**src/hdl/rdfc_pkg.sv**
```systemverilog
// Types, constants and the CRC-8 step of the register datagram framer and checker.
`timescale 1ns / 1ps

package rdfc_pkg;

    localparam logic [7:0] SYNC_CODE   = 8'h05;
    localparam logic [7:0] MASTER_CODE = 8'hFF;
    localparam logic [7:0] CRC_POLY    = 8'h07;

    localparam logic [1:0] ACT_WRITE = 2'd0;
    localparam logic [1:0] ACT_READ  = 2'd1;
    localparam logic [1:0] ACT_RX    = 2'd2;

    localparam logic [2:0] ST_OK          = 3'd0;
    localparam logic [2:0] ST_BAD_SYNC    = 3'd1;
    localparam logic [2:0] ST_BAD_MASTER  = 3'd2;
    localparam logic [2:0] ST_BAD_REG     = 3'd3;
    localparam logic [2:0] ST_BAD_CRC     = 3'd4;

    localparam logic KIND_TX    = 1'b0;
    localparam logic KIND_REPLY = 1'b1;

    localparam logic [3:0] WRITE_LEN = 4'd8;
    localparam logic [3:0] READ_LEN  = 4'd4;

    localparam int CMD_QUEUE_DEPTH = 2;

    typedef struct packed {
        logic [1:0]  action;
        logic [6:0]  reg_address;
        logic [31:0] write_value;
        logic [7:0]  rx_byte;
    } t_item;

    typedef struct packed {
        logic        kind;
        logic [7:0]  tx_byte;
        logic        last;
        logic [31:0] read_value;
        logic [2:0]  status;
    } t_result;

    typedef struct packed {
        logic        is_reply;
        logic        is_write;
        logic [7:0]  node;
        logic [6:0]  addr;
        logic [31:0] value;
        logic [2:0]  status;
    } t_cmd;

    function automatic logic [7:0] crc_update(input logic [7:0] crc_in, input logic [7:0] data);
        logic [7:0] c;
        c = crc_in;
        for (int i = 0; i < 8; i++) begin
            if (c[7] ^ data[i]) begin
                c = {c[6:0], 1'b0} ^ CRC_POLY;
            end else begin
                c = {c[6:0], 1'b0};
            end
        end
        return c;
    endfunction

endpackage

```
**src/hdl/rdfc_front.sv**
```systemverilog
// Front end: takes input items, tracks echo and reply state, and issues commands.
`timescale 1ns / 1ps

module rdfc_front
    import rdfc_pkg::*;
(
    input  logic        i_clk,
    input  logic        i_rst_n,
    input  logic        i_valid,
    input  t_item       i_item,
    input  logic [7:0]  i_node,
    output logic        o_push,
    output t_cmd        o_cmd
);

    logic [3:0]  r_echo_left, n_echo_left;
    logic        r_pending, n_pending;
    logic [2:0]  r_count, n_count;
    logic [6:0]  r_exp_reg, n_exp_reg;
    logic [7:0]  r_crc, n_crc;
    logic [31:0] r_data, n_data;
    logic [2:0]  r_first_err, n_first_err;

    logic [2:0]  err_now;
    logic [2:0]  err_merged;

    always_comb begin
        err_now = ST_OK;
        case (r_count)
            3'd0: if (i_item.rx_byte != SYNC_CODE) err_now = ST_BAD_SYNC;
            3'd1: if (i_item.rx_byte != MASTER_CODE) err_now = ST_BAD_MASTER;
            3'd2: if (i_item.rx_byte != {1'b0, r_exp_reg}) err_now = ST_BAD_REG;
            3'd7: if (i_item.rx_byte != r_crc) err_now = ST_BAD_CRC;
            default: err_now = ST_OK;
        endcase
        err_merged = (r_first_err != ST_OK) ? r_first_err : err_now;
    end

    always_comb begin
        n_echo_left = r_echo_left;
        n_pending   = r_pending;
        n_count     = r_count;
        n_exp_reg   = r_exp_reg;
        n_crc       = r_crc;
        n_data      = r_data;
        n_first_err = r_first_err;
        o_push      = 1'b0;
        o_cmd       = '0;
        if (i_valid) begin
            case (i_item.action)
                ACT_WRITE, ACT_READ: begin
                    o_push          = 1'b1;
                    o_cmd.is_reply  = 1'b0;
                    o_cmd.is_write  = (i_item.action == ACT_WRITE);
                    o_cmd.node      = i_node;
                    o_cmd.addr      = i_item.reg_address;
                    o_cmd.value     = i_item.write_value;
                    o_cmd.status    = ST_OK;
                    n_echo_left = (i_item.action == ACT_WRITE) ? WRITE_LEN : READ_LEN;
                    n_count     = 3'd0;
                    n_crc       = 8'h00;
                    n_data      = 32'd0;
                    n_first_err = ST_OK;
                    n_pending   = (i_item.action == ACT_READ);
                    if (i_item.action == ACT_READ) begin
                        n_exp_reg = i_item.reg_address;
                    end
                end
                ACT_RX: begin
                    if (r_echo_left != 4'd0) begin
                        n_echo_left = r_echo_left - 4'd1;
                    end else if (r_pending) begin
                        if (r_count != 3'd7) begin
                            n_count     = r_count + 3'd1;
                            n_crc       = crc_update(r_crc, i_item.rx_byte);
                            n_first_err = err_merged;
                            if (r_count > 3'd2) begin
                                n_data = {r_data[23:0], i_item.rx_byte};
                            end
                        end else begin
                            o_push         = 1'b1;
                            o_cmd.is_reply = 1'b1;
                            o_cmd.value    = (err_merged == ST_OK) ? r_data : 32'd0;
                            o_cmd.status   = err_merged;
                            n_pending      = 1'b0;
                            n_count        = 3'd0;
                            n_crc          = 8'h00;
                            n_data         = 32'd0;
                            n_first_err    = ST_OK;
                        end
                    end
                end
                default: begin
                end
            endcase
        end
    end

    always_ff @(posedge i_clk) begin
        if (!i_rst_n) begin
            r_echo_left <= '0;
            r_pending   <= 1'b0;
            r_count     <= '0;
            r_exp_reg   <= '0;
            r_crc       <= '0;
            r_data      <= '0;
            r_first_err <= ST_OK;
        end else begin
            r_echo_left <= n_echo_left;
            r_pending   <= n_pending;
            r_count     <= n_count;
            r_exp_reg   <= n_exp_reg;
            r_crc       <= n_crc;
            r_data      <= n_data;
            r_first_err <= n_first_err;
        end
    end

endmodule

```
**config.mk**
```make
export PLATFORM = sky130hd
export DESIGN_NAME = rdfc_front
export DESIGN_NICKNAME = d
export VERILOG_FILES = /design/src/hdl/rdfc_pkg.sv /design/src/hdl/rdfc_front.sv
export SDC_FILE = /design/constraint.sdc
export NUM_CORES = 1
export LEC_CHECK = 0
export ABC_AREA = 1
export BUFFER_PORTS_ARGS = -buffer_cell sky130_fd_sc_hd__buf_2
export CORE_AREA = 4 4 101 93
export CTS_BUF_LIST = sky130_fd_sc_hd__clkbuf_4 sky130_fd_sc_hd__clkbuf_8 sky130_fd_sc_hd__clkbuf_16
export CTS_CLUSTER_SIZE = 12
export DETAILED_ROUTE_END_ITERATION = 8
export DIE_AREA = 0 0 105 97
export GPL_ROUTABILITY_DRIVEN = 0
export PLACE_DENSITY = 0.79
export SLEW_MARGIN = 40
export SYNTH_ARGS = -nofsm -noshare
export SYNTH_HDL_FRONTEND = slang
export SYNTH_SLANG_ARGS = --single-unit
```
**constraint.sdc**
```tcl
create_clock -name i_clk -period 1.7 [get_ports i_clk]
set_clock_uncertainty 0.05 [all_clocks]
set_input_delay 0.17 -clock i_clk [delete_from_list [all_inputs] [get_ports i_clk]]
set_output_delay 0.17 -clock i_clk [all_outputs]
set_load 0.1 [all_outputs]
```
==> metrics.cfg <==
[synth]
synth.cell_area_um2 = 3850
yosysSeqAreaShare = 0.301
syn_inst = 621
synthDistinctLibCells = 30
ys_ff_latch = 58
syn_nets = 687
avgSynthCellArea_um2 = 6.20
ys_warn_count = 0

[global_routing]
overflow = 0
grt_usage = 0.420
grt_max_degree = 51
antenna_found_initial = 0
grt_pass1_vias = 6022
grt_pass1_wl_um = 33700

[clock_network]
cts_inserted_buffers = 9
cts-htree-levels = 3
cts.clk_slew.worst_paths_ps = 80
clockBufferDepth = 2
cts_tree = built
clock_latency_ps = 380
clock_sinks = 58
clockRootBuffer = clkbuf_8

[layout]
fin_nets = 880
num_antenna_cells = 0
drive_gt1_frac = 0.613
fin_cells = 921
area_delta_synth_final_pct = 111
fin_area_um2 = 8130
largest_register_ffs = 32

[sta]
period_needed_ps = 3270
slew_violations = 0
hold_viol = 0
setup-violations-final = 88
worst_slack_ps = -1570
max-slew-margin-rel = 0.599
period_share = 1.92
fmax_mhz = 306
worst_slew_pin_slew_ps = 601
rsz0062_at_grt = yes

[floorplan]
io_pins = 113
die_w_um = 105
core_um2 = 8410
start_util = 0.458
dieArea_um2 = 10200
die_y_um = 97
rows = 32

[drt]
dr_total_vias = 6692
drt-wirelength-per-cell_um = 32.0
viasPerCell = 7.27
drc = 0
totalWireLength_um = 29400
drtAntennaViolNets = 0
first_pass_iters = 7
first_iter_violations = 1125

[setup_path]
arrival_ps = 3050
worst_r2r_endpoint = r_data[14]
path_depth = 13
end_kind = output pin
crit_end = o_cmd[26]
rr_worst_depth = 15
worstSetupStartpointType = flip-flop
crit_type = reg -> out
crit_path_max_incr_delay_ps = 360
path_buf_inv = 5
setup.worst_path.start = r_echo_left[0]
r2r_slack_ps = -890
critPathTopFamily = simple AND/OR/NAND/NOR gates
critPathSlowestCell = nor2_1
required_ps = 1480
critPathMaxFanout = 4
path_cells = inv_2, ha_4, nand2_4, nor2_4, inv_2, nor2_4, buf_6, nand3_4, buf_4, nor2_1, nand4_1, a21oi_4, buf_12
reg2reg_from = r_echo_left[0]

[hold_path]
worstHoldPathCells = 3
min-delay-start = i_item[44]
hold_path_class = in -> reg

[place]
placed_cell_area_um2 = 6270
port-buffer-count = 112
dp_cells = 854
dp_hpwl_um = 9860

[status]
violations = negative setup slack
status = finished, violations left

[run]
drv_cap = 0

[power]
vdd_drop_max_uv = 731
leakagePower_nw = 3.04
power_density_nw_per_um2 = 641

-- synthesized netlist by cell type --
library cell / number / share of area
xnor2_1: 15 / 0.034
buf_4: 3 / 0.0058
clkbuf_8: 1 / 0.0036
dfxtp_1: 58 / 0.30
nand3_2: 2 / 0.0052
nand2_1: 138 / 0.13
a21oi_2: 3 / 0.0068
a21oi_1: 89 / 0.12
nand2_2: 3 / 0.0049
ha_1: 6 / 0.019
nor2_1: 63 / 0.061
nor3_1: 3 / 0.0039
nor4_1: 1 / 0.0016
a211oi_1: 4 / 0.0078
clkbuf_1: 24 / 0.023
o21ai_1: 1 / 0.0013
o21ai_0: 12 / 0.016
o21bai_1: 1 / 0.0019
nor2_2: 3 / 0.0049
o211ai_1: 2 / 0.0039
nand4_1: 33 / 0.054
nand3_1: 46 / 0.060
xor2_1: 8 / 0.018
or2_2: 5 / 0.0081
or2_1: 1 / 0.0016
inv_2: 17 / 0.017
nor2_4: 1 / 0.0029
inv_1: 60 / 0.058
or2_0: 1 / 0.0016
buf_2: 17 / 0.022
-- kinds of logic after synthesis --
logic type	count (synthesis)	synth area share
xor+xnor	23	0.0523
compound gates	112	0.153
fa+ha+maj	6	0.0195
buf+inv	122	0.130
simple gates	300	0.344
flops	58	0.301
-- power breakdown --
part           leakage [nW]  total (mW)  switching [mW]  internal [mW]
combinational          2.44        2.14            1.37          0.770
clock                 0.122        1.63           0.707          0.924
sequential            0.474        1.44          0.0469           1.39
-- metal layers --
metal	GRT usage	part of all wire
met5	0	0.00048
met4	0.306	0.13
met3	0.140	0.15
met2	0.663	0.41
met1	0.470	0.31
-- final cells by class --
class / instances / area [µm²]
clock buffers: 11 / 156
repair inverters: 3 / 60.1
multi-input cells: 442 / 3610
fillers: 150 / 277
inverters: 77 / 328
clock inverters: 5 / 75.1
flip-flops and latches: 58 / 1180
well taps: 102 / 128
repair buffers: 223 / 2600
-- how the worst min path moves through the flow --
stage | slack (ps) | end
floorplan | 290 | r_data[0]
global route | 90 | r_exp_reg[4]
detailed placement | 410 | r_data[30]
finish | 60 | r_exp_reg[4]
CTS | 80 | r_exp_reg[4]
global placement | 400 | r_data[25]
-- per-stage QoR --
| step | TNS, ps | hold WS [ps] | util | setup slack, ps | power, mW |
|---|---|---|---|---|---|
| 6_report | -74410 | 64.0 | 0.967 | -1570 | 5.21 |
| 5_1_grt | -75750 | 87.0 | 0.967 | -1650 | 5.24 |
| 4_1_cts | -36830 | 84.1 | 0.884 | -761 | 4.66 |
| 3_5_place_dp | -20150 | 409 | 0.746 | -463 | 2.92 |
| 3_3_place_gp | -12550 | 401 | 0.746 | -354 | 2.87 |
| 2_1_floorplan | -15310 | 285 | - | -471 | 2.38 |
-- worst reg2reg max path, stage by stage (launching register included) --
cell     delay, ps
dfxtp_1        330
inv_2           90
ha_4           160
nand2_4         60
nor2_4         170
inv_2           90
buf_4          150
buf_6          110
o21ai_4        170
nand2_4        100
buf_6          140
nor2_4         170
buf_6          180
buf_16         150
nand3_2        200
a21oi_2        220
-- cell usage in the layout, fill, tap and decap left out, drive strengths merged, types with 13 or more instances in the layout --
master / n
inv: 78
xnor2: 15
nor2: 67
dfxtp: 58
clkbuf: 16
a21oi: 92
nand4: 33
nand3: 49
nand2: 141
buf: 218
o21ai: 13
-- repair_timing --
item,4_1_cts,5_1_grt
pin swaps,51,57
hold buffers,0,0
gates cloned,9,7
setup endpoints to repair,80,87
resized for setup,173,115
setup buffers,21,21
(Power assumes the default switching activity.)
